File: src/design/first_fit_block_allocator_assert.svh
// Assertion macros for the first-fit allocator; they expect clk and rst_n in scope.
`ifndef FIRST_FIT_BLOCK_ALLOCATOR_ASSERT_SVH
`define FIRST_FIT_BLOCK_ALLOCATOR_ASSERT_SVH
`ifndef SYNTHESIS
`define FFBA_ASSERT(label, cond) \
    label: assert property (@(posedge clk) disable iff (!rst_n) (cond)) \
        else $error("%m: check failed");
`define FFBA_ASSERT_NEXT(label, ante, cons) \
    label: assert property (@(posedge clk) disable iff (!rst_n) (ante) |=> (cons)) \
        else $error("%m: sequence check failed");
`else
`define FFBA_ASSERT(label, cond)
`define FFBA_ASSERT_NEXT(label, ante, cons)
`endif
`endif

File: src/design/ffba_pkg.sv
`timescale 1ns / 1ps
package ffba_pkg;

    // Width of offsets and sizes inside the segment table; covers arenas up to 128 KiB.
    localparam int SEG_W = 17;

    typedef enum logic [1:0] {
        ST_OK          = 2'd0,
        ST_NO_SPACE    = 2'd1,
        ST_TABLE_FULL  = 2'd2,
        ST_BAD_ADDRESS = 2'd3
    } status_t;

    typedef enum logic [2:0] {
        OP_NOP,
        OP_SET_HIT,
        OP_INSERT,
        OP_REMOVE_AFTER,
        OP_REMOVE_HIT
    } cell_op_t;

    typedef enum logic [2:0] {
        S_IDLE,
        S_SCAN,
        S_NEXT,
        S_ALLOC,
        S_FREE_A,
        S_FREE_B,
        S_RESP
    } state_t;

    typedef struct packed {
        logic             valid;
        logic [SEG_W-1:0] offset;
        logic [SEG_W-1:0] size;
        logic             free;
    } seg_t;

    // What a cell shows its neighbors and the controller
    typedef struct packed {
        seg_t seg;
        logic tok;
        logic hit;
    } link_t;

    // Broadcast command from the controller to every cell
    typedef struct packed {
        logic             start;
        logic             shift_tok;
        logic             latch_hit;
        cell_op_t         op;
        logic [SEG_W-1:0] wr_size;
        logic             wr_free;
        logic [SEG_W-1:0] new_offset;
        logic [SEG_W-1:0] new_size;
    } cell_cmd_t;

endpackage

File: src/design/ffba_cell.sv
`timescale 1ns / 1ps
module ffba_cell #(
    parameter bit IS_FIRST  = 1'b0,
    parameter int INIT_SIZE = 8168
) (
    input  logic               clk,
    input  logic               rst_n,
    input  ffba_pkg::cell_cmd_t cmd,
    input  ffba_pkg::link_t    lo,
    input  ffba_pkg::link_t    hi,
    output ffba_pkg::link_t    me
);
    import ffba_pkg::*;

    localparam seg_t RESET_SEG = IS_FIRST ?
        seg_t'{valid: 1'b1, offset: '0, size: SEG_W'(INIT_SIZE), free: 1'b1} : seg_t'('0);

    seg_t seg_reg, seg_next;
    logic tok_reg, tok_next;
    logic hit_reg, hit_next;
    logic vis_reg, vis_next;

    // Scan token, hit mark and shift moves with the neighbors
    always_comb
    begin
        seg_next = seg_reg;
        tok_next = tok_reg;
        hit_next = hit_reg;
        vis_next = vis_reg;
        if (cmd.start)
        begin
            tok_next = IS_FIRST;
            hit_next = 1'b0;
            vis_next = 1'b0;
        end
        if (cmd.shift_tok)
        begin
            tok_next = lo.tok;
            vis_next = vis_reg | tok_reg;
            if (cmd.latch_hit)
            begin
                hit_next = tok_reg;
                vis_next = 1'b1 & (vis_reg | tok_reg);
            end
        end
        case (cmd.op)
            OP_SET_HIT:
            begin
                if (hit_reg)
                begin
                    seg_next.size = cmd.wr_size;
                    seg_next.free = cmd.wr_free;
                end
            end
            OP_INSERT:
            begin
                if (hit_reg)
                begin
                    seg_next.size = cmd.wr_size;
                    seg_next.free = cmd.wr_free;
                end
                else if (lo.hit)
                begin
                    seg_next = '{valid: 1'b1, offset: cmd.new_offset,
                                 size: cmd.new_size, free: 1'b1};
                end
                else if (!vis_reg)
                begin
                    seg_next = lo.seg;
                end
            end
            OP_REMOVE_AFTER:
            begin
                if (hit_reg)
                begin
                    seg_next.size = cmd.wr_size;
                    seg_next.free = cmd.wr_free;
                end
                else if (!vis_reg)
                begin
                    seg_next = hi.seg;
                end
            end
            OP_REMOVE_HIT:
            begin
                if (hi.hit)
                begin
                    seg_next.size = cmd.wr_size;
                    seg_next.free = cmd.wr_free;
                end
                else if (hit_reg || !vis_reg)
                begin
                    seg_next = hi.seg;
                end
            end
            default:
            begin
            end
        endcase
    end

    always_ff @(posedge clk or negedge rst_n)
    begin
        if (!rst_n)
        begin
            seg_reg <= RESET_SEG;
            tok_reg <= 1'b0;
            hit_reg <= 1'b0;
            vis_reg <= 1'b0;
        end
        else
        begin
            seg_reg <= seg_next;
            tok_reg <= tok_next;
            hit_reg <= hit_next;
            vis_reg <= vis_next;
        end
    end

    assign me = '{seg: seg_reg, tok: tok_reg, hit: hit_reg};

endmodule

File: config.mk
export PLATFORM = sky130hd
export DESIGN_NAME = ffba_cell
export DESIGN_NICKNAME = d
export VERILOG_FILES = /design/src/design/first_fit_block_allocator_assert.svh /design/src/design/ffba_pkg.sv /design/src/design/ffba_cell.sv
export SDC_FILE = /design/constraint.sdc
export NUM_CORES = 1
export LEC_CHECK = 0
export BUFFER_PORTS_ARGS = -buffer_cell sky130_fd_sc_hd__buf_2
export CAP_MARGIN = 20
export CORE_AREA = 2 2 148 78
export CTS_CLUSTER_DIAMETER = 50
export CTS_CLUSTER_SIZE = 12
export DETAILED_ROUTE_END_ITERATION = 16
export DIE_AREA = 0 0 150 80
export GPL_TIMING_DRIVEN = 0
export PLACE_DENSITY_LB_ADDON = 0.25
export SETUP_SLACK_MARGIN = 0.15
export SYNTH_ARGS = -nofsm -noshare
export SYNTH_HDL_FRONTEND = slang
export SYNTH_SLANG_ARGS = --single-unit
File: constraint.sdc
create_clock -name clk -period 4.7 [get_ports clk]
set_clock_uncertainty 0.1 [all_clocks]
set_input_delay 0.235 -clock clk [delete_from_list [all_inputs] [get_ports clk]]
set_output_delay 0.235 -clock clk [all_outputs]
set_load 0.005 [all_outputs]
Yosys cells after proc, flatten, opt, wreduce, memory -nomap -nowiden:

Cells that the tools add are included.

* multiplexer cells: 19
* reductions and logical operators: 7
* equal/unequal tests: 14
* bitwise gates (word level): 1

Operator list (number)
* $mux 36: 4
* $mux 18: 7
* $pmux 18 s4: 1
* $pmux 18 s3: 1
* $ne 2x2->1 const B: 6
* $ne 3x3->1 const B: 3
* $reduce_and 7->1: 1
* $eq 3x2->1 const B: 2
* $mux 1: 6
* $reduce_and 5->1: 1
* $ne 4x4->1 const B: 1
* $reduce_bool 4->1: 1
* $eq 3x1->1 const B: 1
* $eq 3x3->1 const B: 1
* $reduce_bool 3->1: 1
* $reduce_bool 2->1: 1
* $logic_not 1->1: 1
* $logic_or 1x1->1: 1
* $or 1x1->1: 1

* bits of input ports: 136
* bits in registers: 39
* word-level logic and storage cells: 48
* output and inout bits: 38

Logic depth before layout (Yosys ltp):

* depth in word-level cells: 5
* gate-level depth with buffers: 7
* mapped depth without buffers: 4

Worst setup path after synthesis:

No wires, ideal clock.

* kind: input to register
* start point: input port lo[0] (netlist bit)
* end point: register seg_reg, in the netlist me[21]
* path slack: 2.854 ns
* arrival time: 1.622 ns
* library setup time: 0.125 ns
* path buffers: 2
* cell stages on the path: 5
* data required time: 4.475 ns
* path through: buf_2 -> buf_1 -> mux2_2 -> mux2_2 -> mux2_2

* cells in the longest elaborated chain, start to end: 3
* elaborated cells between the ends (all ways): 5
* those cells by class: 1 x eq/ne; 3 x mux; 1 x reduce/logical

Ends and longest elaborated chain
* start: declaration: RTL line ffba_cell.sv:9 `input ffba_pkg::link_t lo,`
* $mux 36: RTL line ffba_cell.sv:62 `else if (lo.hit)`
* $mux 18: RTL line ffba_cell.sv:57 `if (hit_reg)`
* $pmux 18 s3: RTL line ffba_cell.sv:46 `case (cmd.op)`
* end signal: assignment: RTL line ffba_cell.sv:113 `seg_reg <= seg_next;`
* end: declaration: RTL line ffba_cell.sv:18 `seg_t seg_reg, seg_next;`

Several ways; a longest one is shown, not always the timed one. The select of a mux whose other input is x is not followed.
A chain may end at the register's enable or synchronous reset.

Worst setup path in the final report:

* start point: register hit_reg
* end point: register seg_reg, in the netlist me[7]

* cells in the longest elaborated chain, start to end: 3
* elaborated cells between the ends (all ways): 9
* those cells by class: 4 x eq/ne; 3 x mux; 2 x reduce/logical

Ends and longest elaborated chain
* start: declaration: RTL line ffba_cell.sv:20 `logic hit_reg, hit_next;`
* start signal: assignment: RTL line ffba_cell.sv:115 `hit_reg <= hit_next;`
* $logic_or 1x1->1: RTL line ffba_cell.sv:91 `else if (hit_reg || !vis_reg)`
* $ne 3x3->1 (no line)
* $reduce_and 5->1 (no line)

Several ways; a longest one is shown, not always the timed one.

==> run summary <==
Syn_nets - 344
FF-to-FF path depth - 6
Chip Height - 80 um
Worst hold path type - primary input to asynchronous set/reset pin
Period utilization - 0.4293
Final min period - 2.018 ns
Clk pin slew, worst setup/hold paths - 0.06 ns
Synth Instances - 208
Max Fanout on Critical Path - 10
Hold violation count in the final report - 21
Initial antenna violation count - 0
Via count - 2,304
Hold_buf cts - 0
Commonest cells post-synth - mux2_2, dfrtp_1, nor2_1
Final Hold Slack - -0.02402 ns
Switching Power - 0.3294 mW
Flop pwr share - 0.384
Crit Path Category - flop to flop
Slew HR - 0.3952
Root Driver - clkbuf_16
Max reg flops - 36
Nets - 522
Synth cell types - 31
Synth Flop Type - dfrtp_1
Combinational share of power - 0.328
CP required - 4.76 ns
Num CTS Buffers - 5
Post-CTS resize count - 0
P per Cell Area - 324.3 nW/um^2
CP Launch Type - flop
Wirelength per Cell - 14.72 um
I/O Pins - 174
# setup viols final - 0
CTS sink cnt - 39
Internal Power - 0.8991 mW
FP Rows - 27
Layout cells sized above 1 - 0.7132
DRC viols - 0
Vias in the first global route - 2,446
Post-CTS Setup Bufs - 0
FMAX - 495.6 MHz
Die Width - 150 um
Reg2reg end - me[7]
First-pass GRT wire length - 11,960 um
Post-detail-place hpwl - 6259 um
Sw Share - 0.2681
Post-place setup slack - 2.332 ns
Initial Utilization - 0.2431
WP data arrival - 2.08 ns
Pins over their slew limit - 0
MaxCap Viol Count - 0
EDFF count, synth - 0
Register-to-register setup slack - 2.68 ns
Via/cell ratio - 4.331
R2r startpoint - hit_reg
# diodes - 0
Mean Syn Cell Area - 12.48 um^2
Synth-to-Final Area Change - 46.00%
Failing checks - hold timing
# port buffers - 171
Core ar. - 10,680 um^2
Clock latency on the worst-skew pair - 0.28 ns
Crit end category - flop
Final ANT Viol Nets - 0
Yosys warnings - 0
Yosys top cell by area - dfrtp_1
Post-synth ARST share - 1.000
Setup_tns - 0 ns
Pin count of the biggest net entering global routing - 40
Count leader, synth - mux2_2
CTS Buffer Depth - 2
Tot GR Track Use - 0.1307
RSZ-0062 raised after global routing - false
Grt total ovfl - 0
LEAKAGE - 1.887 nW
Placer Congestion - 0.7928
Die area - 12,000 um^2
Top area cells in the synthesized netlist - dfrtp_1, mux2_2, mux2i_1
Mapped cell area - 2595 um^2
Iteration-0 DRC Markers - 57
PnR worst setup slack - 2.682 ns
Drt total wl - 7832 um
DRT Pass-1 Iters - 4
Slew @ Worst Pin - 0.9073 ns
Status - finished, violations left
IR drop worst, VDD - 0.0001049 V
Clk pwr share - 0.288
CTS tree - done
Seq/Total Area, Yosys - 0.3761
CTS H-tree depth - 2
Synth top area share - 0.3761
#FFs+latches synth - 39
[layout make-up]
| type | instances | area (um^2) |
|---|---|---|
| Fill cell | 1093 | 6887 |
| Multi-Input combinational cell | 151 | 1486 |
| Sequential cell | 39 | 975.9 |
| Timing Repair Buffer | 171 | 855.8 |
| Tap cell | 145 | 181.4 |
| Clock buffer | 8 | 156.4 |
| Buffer | 15 | 121.4 |
| Inverter | 3 | 11.26 |
[worst max-delay path by stage]
stage	start	end	slack, ns	cells past startpoint
after detailed placement	lo[0]	me[28]	2.33	6
after floorplan	lo[0]	me[21]	2.85	5
final	hit_reg	me[7]	2.68	6
after global routing	hit_reg	me[27]	2.54	5
after global placement	lo[0]	me[7]	2.38	7
after CTS	lo[0]	me[28]	2.63	6
[power groups by stage]
| stage | combinational [mW] | clock [mW] | sequential, mW |
|---|---|---|---|
| final | 0.403 | 0.353 | 0.472 |
| after global routing | 0.444 | 0.384 | 0.485 |
| after CTS | 0.413 | 0.369 | 0.474 |
| after detailed placement | 0.413 | 0 | 0.478 |
| after global placement | 0.408 | 0 | 0.476 |
| after floorplan | 0.207 | 0 | 0.483 |
[per-layer routing]
| metal | wire, um | up-vias | GRT usage |
|---|---|---|---|
| met1 | 3572 | 1044 | 0.1597 |
| met4 | 56 | 0 | 0.02830 |
| met5 | 0 | - | 0 |
| met3 | 754 | 6 | 0.04457 |
| li1 | - | 1136 | - |
| met2 | 3448 | 118 | 0.2242 |
[stage by stage]
step                      utilization  power (mW)  cell area [um^2]  hold WS, ns  std cells
final                          0.3549       1.229              3789     -0.02402        532
after global routing           0.3549       1.313              3789      0.06679        532
after CTS                      0.3549       1.256              3789      0.01154        532
after detailed placement       0.3402      0.8913              3632       0.3215        524
after global placement         0.3402      0.8841              3632       0.3150        524
after floorplan                     -      0.6903              2595      -0.1606        208
[logic make-up after synthesis]
logic type | after synthesis | share of synthesized area
muxes | 88 | 0.3877
AOI/OAI and AO/OA | 29 | 0.1124
buffers and inverters | 18 | 0.05111
and+or+nand+nor | 34 | 0.07281
DFF | 39 | 0.3761
[cell usage in the layout, fill, tap and decap left out, types with 3 or more instances in the layout]
master and count:
buf_2 175, mux2_2 60, dfrtp_1 39, nor2_1 22, mux2i_1 18, a221o_1 10
mux2_4 10, a221o_2 8, buf_6 5, clkbuf_16 5, buf_4 3, inv_1 3
o21ai_0 3
[worst max-delay path: stages, from the launching register on]
cell and delay, ns:
dfrtp_1 0.48, nor2_1 0.11, a31o_1 0.23, buf_4 0.17
buf_2 0.19, a221o_1 0.35, mux2_4 0.26
Power figures use the tool's default switching activity.
