[config.mk]
export PLATFORM = sky130hd
export DESIGN_NAME = ffba_ctrl_flat
export DESIGN_NICKNAME = d
export VERILOG_FILES = /design/src/design/ffba_pkg.sv /design/src/design/ffba_req_if.sv /design/src/design/ffba_rsp_if.sv /design/src/design/ffba_ctrl.sv /design/src/flat_wrapper.sv
export VERILOG_INCLUDE_DIRS = /design/src /design/src/design
export SDC_FILE = /design/constraint.sdc
export NUM_CORES = 1
export LEC_CHECK = 0
export BUFFER_PORTS_ARGS = -buffer_cell sky130_fd_sc_hd__buf_4
export CORE_ASPECT_RATIO = 0.9
export CORE_MARGIN = 10
export CORE_UTILIZATION = 40
export DETAILED_ROUTE_END_ITERATION = 16
export PLACE_DENSITY_LB_ADDON = 0.12
export SETUP_SLACK_MARGIN = 0.4
export SLEW_MARGIN = 30
export SYNTH_ARGS = -nofsm -noshare
export SYNTH_HDL_FRONTEND = slang
export SYNTH_SLANG_ARGS = --single-unit
[constraint.sdc]
create_clock -name clk -period 5.7 [get_ports clk]
set_clock_uncertainty 0.2 [all_clocks]
set_input_delay 0.285 -clock clk [delete_from_list [all_inputs] [get_ports clk]]
set_output_delay 0.285 -clock clk [all_outputs]
set_load 0.02 [all_outputs]
[src/design/first_fit_block_allocator_assert.svh]
// Assertion macros for the first-fit allocator; they expect clk and rst_n in scope.
`ifndef FIRST_FIT_BLOCK_ALLOCATOR_ASSERT_SVH
`define FIRST_FIT_BLOCK_ALLOCATOR_ASSERT_SVH
`ifndef SYNTHESIS
`define FFBA_ASSERT(label, cond) \
    label: assert property (@(posedge clk) disable iff (!rst_n) (cond)) \
        else $error("%m: check failed");
`define FFBA_ASSERT_NEXT(label, ante, cons) \
    label: assert property (@(posedge clk) disable iff (!rst_n) (ante) |=> (cons)) \
        else $error("%m: sequence check failed");
`else
`define FFBA_ASSERT(label, cond)
`define FFBA_ASSERT_NEXT(label, ante, cons)
`endif
`endif

[src/design/ffba_pkg.sv]
`timescale 1ns / 1ps
package ffba_pkg;

    // Width of offsets and sizes inside the segment table; covers arenas up to 128 KiB.
    localparam int SEG_W = 17;

    typedef enum logic [1:0] {
        ST_OK          = 2'd0,
        ST_NO_SPACE    = 2'd1,
        ST_TABLE_FULL  = 2'd2,
        ST_BAD_ADDRESS = 2'd3
    } status_t;

    typedef enum logic [2:0] {
        OP_NOP,
        OP_SET_HIT,
        OP_INSERT,
        OP_REMOVE_AFTER,
        OP_REMOVE_HIT
    } cell_op_t;

    typedef enum logic [2:0] {
        S_IDLE,
        S_SCAN,
        S_NEXT,
        S_ALLOC,
        S_FREE_A,
        S_FREE_B,
        S_RESP
    } state_t;

    typedef struct packed {
        logic             valid;
        logic [SEG_W-1:0] offset;
        logic [SEG_W-1:0] size;
        logic             free;
    } seg_t;

    // What a cell shows its neighbors and the controller
    typedef struct packed {
        seg_t seg;
        logic tok;
        logic hit;
    } link_t;

    // Broadcast command from the controller to every cell
    typedef struct packed {
        logic             start;
        logic             shift_tok;
        logic             latch_hit;
        cell_op_t         op;
        logic [SEG_W-1:0] wr_size;
        logic             wr_free;
        logic [SEG_W-1:0] new_offset;
        logic [SEG_W-1:0] new_size;
    } cell_cmd_t;

endpackage

[src/design/ffba_req_if.sv]
`timescale 1ns / 1ps
interface ffba_req_if;
    logic        valid;
    logic        ready;
    logic        mode;
    logic [13:0] request_size;
    logic [12:0] block_address;

    modport source (output valid, mode, request_size, block_address, input ready);
    modport sink (input valid, mode, request_size, block_address, output ready);
endinterface

[src/design/ffba_rsp_if.sv]
`timescale 1ns / 1ps
interface ffba_rsp_if;
    logic        valid;
    logic        ready;
    logic [1:0]  status;
    logic [12:0] granted_address;
    logic [13:0] granted_size;

    modport source (output valid, status, granted_address, granted_size, input ready);
    modport sink (input valid, status, granted_address, granted_size, output ready);
endinterface

[src/design/ffba_ctrl.sv]
`timescale 1ns / 1ps
`include "first_fit_block_allocator_assert.svh"
module ffba_ctrl #(
    parameter int HEADER_BYTES = 24,
    parameter int MAX_SEGS     = 64
) (
    input  logic                clk,
    input  logic                rst_n,
    ffba_req_if.sink            request,
    ffba_rsp_if.source          response,
    input  ffba_pkg::seg_t      cur_seg,
    output ffba_pkg::cell_cmd_t cmd
);
    import ffba_pkg::*;

    localparam int CW = $clog2(MAX_SEGS + 1);
    localparam logic [SEG_W-1:0] HDR = SEG_W'(HEADER_BYTES);

    state_t           state_reg, state_next;
    logic             mode_reg;
    logic [13:0]      req_reg;
    logic [12:0]      addr_reg;
    seg_t             found_reg, prev_reg, next_reg;
    logic [SEG_W-1:0] msz_reg;
    logic [CW-1:0]    count_reg;
    status_t          status_reg;
    logic [12:0]      gaddr_reg;
    logic [13:0]      gsize_reg;

    logic             miss, match, split, full, merge_n, merge_p;
    logic [SEG_W-1:0] req_ext, msz;
    logic [SEG_W:0]   split_need;

    // Decode the cell under the token
    always_comb
    begin
        req_ext    = SEG_W'(req_reg);
        split_need = {1'b0, req_ext} + {1'b0, HDR} + (SEG_W+1)'(1);
        miss       = !cur_seg.valid;
        match      = mode_reg ? ((cur_seg.offset == SEG_W'(addr_reg)) && !cur_seg.free)
                              : (cur_seg.free && (cur_seg.size >= req_ext));
        split      = {1'b0, found_reg.size} >= split_need;
        full       = count_reg >= CW'(MAX_SEGS);
        merge_n    = next_reg.valid && next_reg.free;
        merge_p    = prev_reg.valid && prev_reg.free;
        msz        = merge_n ? (found_reg.size + next_reg.size + HDR) : found_reg.size;
    end

    // Next state
    always_comb
    begin
        state_next = state_reg;
        unique case (state_reg)
            S_IDLE:   if (request.valid) state_next = S_SCAN;
            S_SCAN:
            begin
                if (miss)       state_next = S_RESP;
                else if (match) state_next = mode_reg ? S_NEXT : S_ALLOC;
            end
            S_NEXT:   state_next = S_FREE_A;
            S_FREE_A: state_next = S_FREE_B;
            S_FREE_B: state_next = S_RESP;
            S_ALLOC:  state_next = S_RESP;
            S_RESP:   if (response.ready) state_next = S_IDLE;
            default:  state_next = S_IDLE;
        endcase
    end

    // Outputs: handshakes and cell commands
    always_comb
    begin
        request.ready  = (state_reg == S_IDLE);
        response.valid = (state_reg == S_RESP);
        cmd            = '0;
        cmd.op         = OP_NOP;
        unique case (state_reg)
            S_IDLE:   cmd.start = request.valid;
            S_SCAN:
            begin
                cmd.shift_tok = !miss;
                cmd.latch_hit = !miss && match;
            end
            S_ALLOC:
            begin
                cmd.wr_free = 1'b0;
                if (split)
                begin
                    cmd.op         = full ? OP_NOP : OP_INSERT;
                    cmd.wr_size    = req_ext;
                    cmd.new_offset = found_reg.offset + HDR + req_ext;
                    cmd.new_size   = found_reg.size - req_ext - HDR;
                end
                else
                begin
                    cmd.op      = OP_SET_HIT;
                    cmd.wr_size = found_reg.size;
                end
            end
            S_FREE_A:
            begin
                cmd.op      = merge_n ? OP_REMOVE_AFTER : OP_SET_HIT;
                cmd.wr_size = msz;
                cmd.wr_free = 1'b1;
            end
            S_FREE_B:
            begin
                cmd.op      = merge_p ? OP_REMOVE_HIT : OP_NOP;
                cmd.wr_size = prev_reg.size + msz_reg + HDR;
                cmd.wr_free = 1'b1;
            end
            default:
            begin
            end
        endcase
    end

    assign response.status          = status_reg;
    assign response.granted_address = gaddr_reg;
    assign response.granted_size    = gsize_reg;

    always_ff @(posedge clk or negedge rst_n)
    begin
        if (!rst_n)
        begin
            state_reg <= S_IDLE;
            count_reg <= CW'(1);
        end
        else
        begin
            state_reg <= state_next;
            if (state_reg == S_ALLOC && split && !full)
                count_reg <= count_reg + CW'(1);
            else if ((state_reg == S_FREE_A && merge_n) || (state_reg == S_FREE_B && merge_p))
                count_reg <= count_reg - CW'(1);
        end
    end

    // Capture the word, track scan neighbors, build the result
    always_ff @(posedge clk)
    begin
        unique case (state_reg)
            S_IDLE:
            begin
                mode_reg <= request.mode;
                req_reg  <= request.request_size;
                addr_reg <= request.block_address;
                prev_reg <= '0;
            end
            S_SCAN:
            begin
                if (miss)
                begin
                    status_reg <= mode_reg ? ST_BAD_ADDRESS : ST_NO_SPACE;
                    gaddr_reg  <= '0;
                    gsize_reg  <= '0;
                end
                else if (match)
                    found_reg <= cur_seg;
                else
                    prev_reg <= cur_seg;
            end
            S_NEXT:   next_reg <= cur_seg;
            S_FREE_A:
            begin
                msz_reg    <= msz;
                status_reg <= ST_OK;
                gaddr_reg  <= '0;
                gsize_reg  <= found_reg.size[13:0];
            end
            S_ALLOC:
            begin
                if (split && full)
                begin
                    status_reg <= ST_TABLE_FULL;
                    gaddr_reg  <= '0;
                    gsize_reg  <= '0;
                end
                else
                begin
                    status_reg <= ST_OK;
                    gaddr_reg  <= found_reg.offset[12:0];
                    gsize_reg  <= split ? req_reg : found_reg.size[13:0];
                end
            end
            default:
            begin
            end
        endcase
    end

    `FFBA_ASSERT(a_count_range, (count_reg >= CW'(1)) && (count_reg <= CW'(MAX_SEGS)))
    `FFBA_ASSERT(a_one_side, !(request.ready && response.valid))
    `FFBA_ASSERT(a_err_zero, !response.valid || status_reg == ST_OK || (gaddr_reg == '0 && gsize_reg == '0))
    `FFBA_ASSERT_NEXT(a_alloc_done, state_reg == S_ALLOC, state_reg == S_RESP)

endmodule

[src/flat_wrapper.sv]
// flat-port wrapper written by rule: the top's interface ports become plain ports
module ffba_ctrl_flat import ffba_pkg::*;
#(
    parameter int HEADER_BYTES = 24,
    parameter int MAX_SEGS     = 64
)
  (clk, rst_n, cur_seg, cmd, request_valid, request_mode, request_request_size, request_block_address, request_ready, response_valid, response_status, response_granted_address, response_granted_size, response_ready);
  ffba_req_if request_i ();
  ffba_rsp_if response_i ();
  input  logic clk;
  input  logic rst_n;
  input  ffba_pkg::seg_t cur_seg;
  output ffba_pkg::cell_cmd_t cmd;
  input wire logic [$bits(request_i.valid)-1:0] request_valid;
  input wire logic [$bits(request_i.mode)-1:0] request_mode;
  input wire logic [$bits(request_i.request_size)-1:0] request_request_size;
  input wire logic [$bits(request_i.block_address)-1:0] request_block_address;
  output wire logic [$bits(request_i.ready)-1:0] request_ready;
  output wire logic [$bits(response_i.valid)-1:0] response_valid;
  output wire logic [$bits(response_i.status)-1:0] response_status;
  output wire logic [$bits(response_i.granted_address)-1:0] response_granted_address;
  output wire logic [$bits(response_i.granted_size)-1:0] response_granted_size;
  input wire logic [$bits(response_i.ready)-1:0] response_ready;
  assign request_i.valid = request_valid;
  assign request_i.mode = request_mode;
  assign request_i.request_size = request_request_size;
  assign request_i.block_address = request_block_address;
  assign request_ready = request_i.ready;
  assign response_valid = response_i.valid;
  assign response_status = response_i.status;
  assign response_granted_address = response_i.granted_address;
  assign response_granted_size = response_i.granted_size;
  assign response_i.ready = response_ready;
  ffba_ctrl #(.HEADER_BYTES(HEADER_BYTES), .MAX_SEGS(MAX_SEGS)) u_core (.clk(clk), .rst_n(rst_n), .request(request_i), .response(response_i), .cur_seg(cur_seg), .cmd(cmd));
endmodule
# == Word level (Yosys, flattened, before mapping) ==
# Index checks and enable logic that the tools add are counted.
# word_totals
register_bits,156
inputBits,68
out_inout_bits,89
# op_classes
n_addsub,12
magnitude_cmp,3
eq_ne,13
muxes,33
reduce_logical,22
# op_table
operator,count
36-bit 2-to-1 mux,2
36-bit case mux with 2 select lines,1
34-bit 2-to-1 mux,2
21-bit case mux with 3 select lines,1
17-bit by 5-bit adder with 17-bit output (second input constant),3
14-bit 2-to-1 mux,3
14-bit case mux with 3 select lines,1
13-bit case mux with 3 select lines,1
17-bit adder,2
13-bit 2-to-1 mux,2
20-bit 2-to-1 mux,1
18-bit by 1-bit adder with 18-bit output (second input constant),1
17-bit by 18-bit greater-or-equal comparator with 1-bit output,1
3-bit case mux with 6 select lines,1
17-bit by 14-bit adder with 17-bit output,1
17-bit by 13-bit equality test with 1-bit output,1
17-bit by 14-bit greater-or-equal comparator with 1-bit output,1
17-bit 2-to-1 mux,1
17-bit by 14-bit subtractor with 17-bit output,1
17-bit by 5-bit subtractor with 17-bit output (second input constant),1
14-bit by 5-bit adder with 15-bit output (second input constant),1
3-bit 2-to-1 mux,5
7-bit 2-to-1 mux,2
2-bit 2-to-1 mux,6
other kinds (20),41

# == Depth between registers and ports, before layout ==
# logic_depth
depth_word,6
mapped_depth,27
mapped_depth_nobuf,24

# == Worst setup path after synthesis ==
# Ideal clock, no wire load.
# synth_path
path_kind,reg2reg
from,register u_core.req_reg[3]
to,register u_core.count_reg[6]
arrival_ps,5980
t_required_ps,5423
setup_slack_ps,-557
path_stages_with_launch,28
path_cell_list,edfxtp_1 clkbuf_1 inv_1 ha_1 clkbuf_1 or3b_2 nand2_1 a32oi_1 nand2b_1 a2111o_1 o32ai_1 nand2_1 ha_1 nand3_1 or4b_4 a211o_1 o21ba_2 a211oi_4 buf_2 inv_1 fa_1 a21o_1 a21oi_1 o21bai_1 a21o_1 nor3_1 a211oi_1 a21oi_1
# synth_between
elab_chain_len,6
elab_cells_between_ends,7
classes_between,add/sub (2); order compare (1); mux (1); reduce/logical (3)
# synth_lines
element,line,source
from (decl),ffba_ctrl.sv:21,logic [13:0] req_reg;
from (signal assigned),ffba_ctrl.sv:145,req_reg <= request.request_size;
14-bit by 5-bit adder with 15-bit output (*),ffba_ctrl.sv:38,"split_need = {1'b0, req_ext} + {1'b0, HDR} + (SEG_W+1)'(1);"
18-bit by 1-bit adder with 18-bit output (*),ffba_ctrl.sv:38,
17-bit by 18-bit greater-or-equal comparator with 1-bit output (*),ffba_ctrl.sv:42,"split = {1'b0, found_reg.size} >= split_need;"
1-bit logical AND (*) (2 in a row),ffba_ctrl.sv:131,if (state_reg == S_ALLOC && split && !full)
7-bit 2-to-1 mux or 2-bit nonzero test (tied branches),--,
to (signal assigned),ffba_ctrl.sv:132,count_reg <= count_reg + CW'(1);
to (signal assigned),ffba_ctrl.sv:134,count_reg <= count_reg - CW'(1);
to (decl),ffba_ctrl.sv:25,logic [CW-1:0] count_reg;
# Mark *: on every way between the ends. The rest lies on a longest branch, timed or not.
# A chain may end at the register's enable or synchronous reset.

# == Final worst setup path ==
# Same ends and word-level chain as after synthesis.

==> impl_results.md <==
- Status: finished, final reports clean
- Post-synth net total: 1337
- Synth async-reset ratio: 6.41%
- Slowest cell on crit path: or4b_4
- Fin. Hold Viols: 0
- Post-route core utilization: 54.7%
- Max Cap Viol: 0
- Reg-to-reg slack, setup: 0.14 ns
- # diodes: 0
- Max reg flops: 34
- Origin of the critical flop-to-flop path: u_core.req_reg[3]$_DFFE_PP_
- Num CTS Buffers: 17
- Flop and latch count out of synthesis: 156
- Commonest non-fill, non-tap cells in the layout: buf_4 (180), ha_1 (152), edfxtp_1 (146), inv_1 (97), nand2_1 (67)
- Input/output buffers: 156
- FP Rows: 58
- Final Max Slew Viols: 0
- Die W: 197 µm
- Worst EP required: 5.86 ns
- Gp weighted congestion: 0.911
- CP Capture Type: register
- Crit path capture: u_core.count_reg[6]$_DFFE_PN0P_
- Routed len/inst: 20.1 µm
- Flop pwr share: 27.7%
- Ranking of synthesized cells by area: edfxtp_1 (39%), ha_1 (17%), xnor2_1 (4.1%)
- Die ar.: 35500 µm²
- Hold Path Class: in -> async
- CTS Sinks: 156
- First-pass GRT wire length: 54.7 mm
- Die Ht: 180 µm
- Avg Cell Area, Syn: 10.2 µm²
- Worst reg-to-reg path cell count: 24
- Clk slew on worst S/H paths: 0.06 ns
- Final setup viols: 0
- GRT Overall Usage: 19.8%
- Syn Std Cell Area: 11300 µm²
- Share of layout cells above drive strength 1: 24.1%
- Starting Density: 40.5%
- Dpl hpwl: 27.1 mm
- Synthesized instance count: 1107
- CTS HTree Levels: 4
- Commonest non-fill, non-tap cell in the layout: buf_4
- Count of different cell masters after synthesis: 69
- Final ANT Viol Nets: 0
- WP data arrival: 5.72 ns
- Core Area: 27900 µm²
- DR DRC count: 0
- Final wirelength: 35.5 mm
- Total number of vias: 9413
- Number of synthesized flops with an enable pin: 146
- CTS Buffer Depth: 2
- Rel. slew slack: 44.9%
- Sequential-to-total area share from yosys stat: 40.9%
- Fmax: 180 MHz
- CTS Root Cell: clkbuf_16
- Area share of the largest cell type after synthesis: 38.7%
- Setup Crit Path Kind: reg -> reg
- CTS tree: built
- Clock network fraction of total power: 17.4%
- Non-filler instance count after layout: 1765
- Largest net degree at the start of global routing: 32
- Origin of the worst setup path: u_core.req_reg[3]$_DFFE_PP_
- Crit-path max cell delay: 0.50 ns
- Final period util: 97.5%
- Initial DRC count: 589
- Crit path time final: 5.56 ns
- Startpoint types: register
- Crit-path max FO: 4
- Sw Pwr: 2.75 mW
- Yosys warns: 0
- Main synth FF type: edfxtp_1
- Leading area contributor after synthesis: edfxtp_1
- Antenna violations before repair: 0
- Later-pin clock latency in the skew report: 0.44 ns
- Worst-path cell chain: clkinv_4 > ha_4 > or3b_4 > nand2_2 > a32oi_2 > nand2b_4 > a2111o_1 > o32ai_2 > nand2_1 > ha_4 > nand3_2 > or4b_4 > a211o_1 > o21ba_4 > a211oi_4 > clkinvlp_4 > fa_2 > a21o_1 > a21oi_2 > o21bai_1 > a21o_1 > nor3_2 > a211oi_2 > a21oi_1
- Internal power: 3.80 mW
- Comb power frac: 54.9%
- Reg2Reg Capture Point: u_core.count_reg[6]$_DFFE_PN0P_
- Unrepaired setup endpoints after global routing: yes
- First-pass iteration count of the detailed router: 5
- Final Cell Area: 15300 µm²
- I/O Pins: 157
- Congestion Overflow GR: 0
- Drt via density: 5.33
- Leak: 6.53 nW
- Final nets: 1622
- Placed Cells incl. Taps: 1637
- Sw Share: 42.0%
- Placed cell areas: 13300 µm²
- Pwr Density: 429 nW/µm²
- Max VDD drop: 0.230 mV
- Slew @ Worst Pin: 0.823 ns
- Fillers: 2495
- Area grow syn2layout: 34.9%
- Setup TNS: 0 ns
- Vias in the first global route: 9586
critical path: cells and delay by family (launching register included):
family	cells	cell delay, ns
DFF	1	0.48
adders and majority gates	3	0.77
and+or+nand+nor	7	1.50
buffers and inverters	2	0.28
AOI/OAI and AO/OA	12	2.22
how the worst min path moves through the flow:
stage	startpoint	endpoint	depth (start not counted)
after floorplan	rst_n	u_core.count_reg[1]$_DFFE_PN0P_	0
after global placement	rst_n	u_core.state_reg[0]$_DFFE_PN0P_	1
after detailed placement	rst_n	u_core.state_reg[0]$_DFFE_PN0P_	1
after CTS	rst_n	u_core.state_reg[1]$_DFFE_PN0P_	2
after global routing	rst_n	u_core.state_reg[1]$_DFFE_PN0P_	2
final	rst_n	u_core.state_reg[1]$_DFFE_PN0P_	2
cells in the mapped netlist, types with 8 or more instances:
master and n:
a211o_1 8, a211oi_1 11, a21o_1 20, a21oi_1 62
a22o_1 15, and2_1 39, and3_1 12, clkbuf_1 22
dfrtp_1 9, edfxtp_1 146, ha_1 157, inv_1 100
mux2i_1 10, nand2_1 70, nand2b_1 16, nand3_1 15
nand4_1 12, nor2_1 66, nor2b_1 15, nor3_1 29
o21a_1 9, o21ai_0 67, o21bai_1 9, xnor2_1 53
xor2_1 18
cells by family after synthesis:
kind of cell               synth area share [%]
and+or+nand+nor                            13.5
muxes                                      1.65
xor gates and xnor gates                   5.49
buffers and inverters                      4.21
DFF                                        40.9
other                                    0.0331
adders and majority gates                  18.2
AOI/OAI and AO/OA                          16.0
per-stage QoR:
stage | power [mW] | hold WS [ns] | worst slack (ns)
6_report | 6.55 | 0.0243 | 0.141
5_1_grt | 7.01 | 0.0318 | -0.0411
4_1_cts | 6.43 | 0.0123 | 0.0286
3_5_place_dp | 5.15 | -0.0711 | -0.201
3_3_place_gp | 5.08 | -0.0708 | -0.0308
2_1_floorplan | 3.97 | -0.211 | -0.123
repair_timing:
action / 4_1_cts / 5_1_grt
endpoints found under the hold margin: 110 / 0
hold buffers: 65 / 0
gates cloned: 1 / 0
resized for setup: 35 / 86
endpoints found under the setup margin: 53 / 57
pin swaps: 17 / 20
setup buffers: 21 / 9
cell type report:
cell class                 count  area, µm²  share of cell area (%)
clock buffer                  22        444                    2.91
multi-input combinational    826       6680                    43.7
inverter                     101        390                    2.56
tap                          360        450                    2.95
clock inverter                10        114                   0.745
sequential                   156       4640                    30.3
timing repair buffer         290       2560                    16.8
metal layers:
metal / GRT usage, % / up-vias / part of all wire, %
li1: - / 4638 / -
met1: 26.6 / 4526 / 47
met2: 31.9 / 216 / 46
met3: 3.53 / 33 / 4.9
met4: 5.84 / 0 / 1.7
met5: 0 / - / 0
power by group through the flow:
stage,Combinational (mW),Sequential [mW],Clock (mW)
floorplan,2.05,1.92,0
global placement,3.25,1.83,0
detailed placement,3.32,1.83,0
CTS,3.46,1.81,1.15
global route,3.95,1.85,1.21
finish,3.59,1.82,1.14
Note: power is estimated with default switching activity, not from simulation.
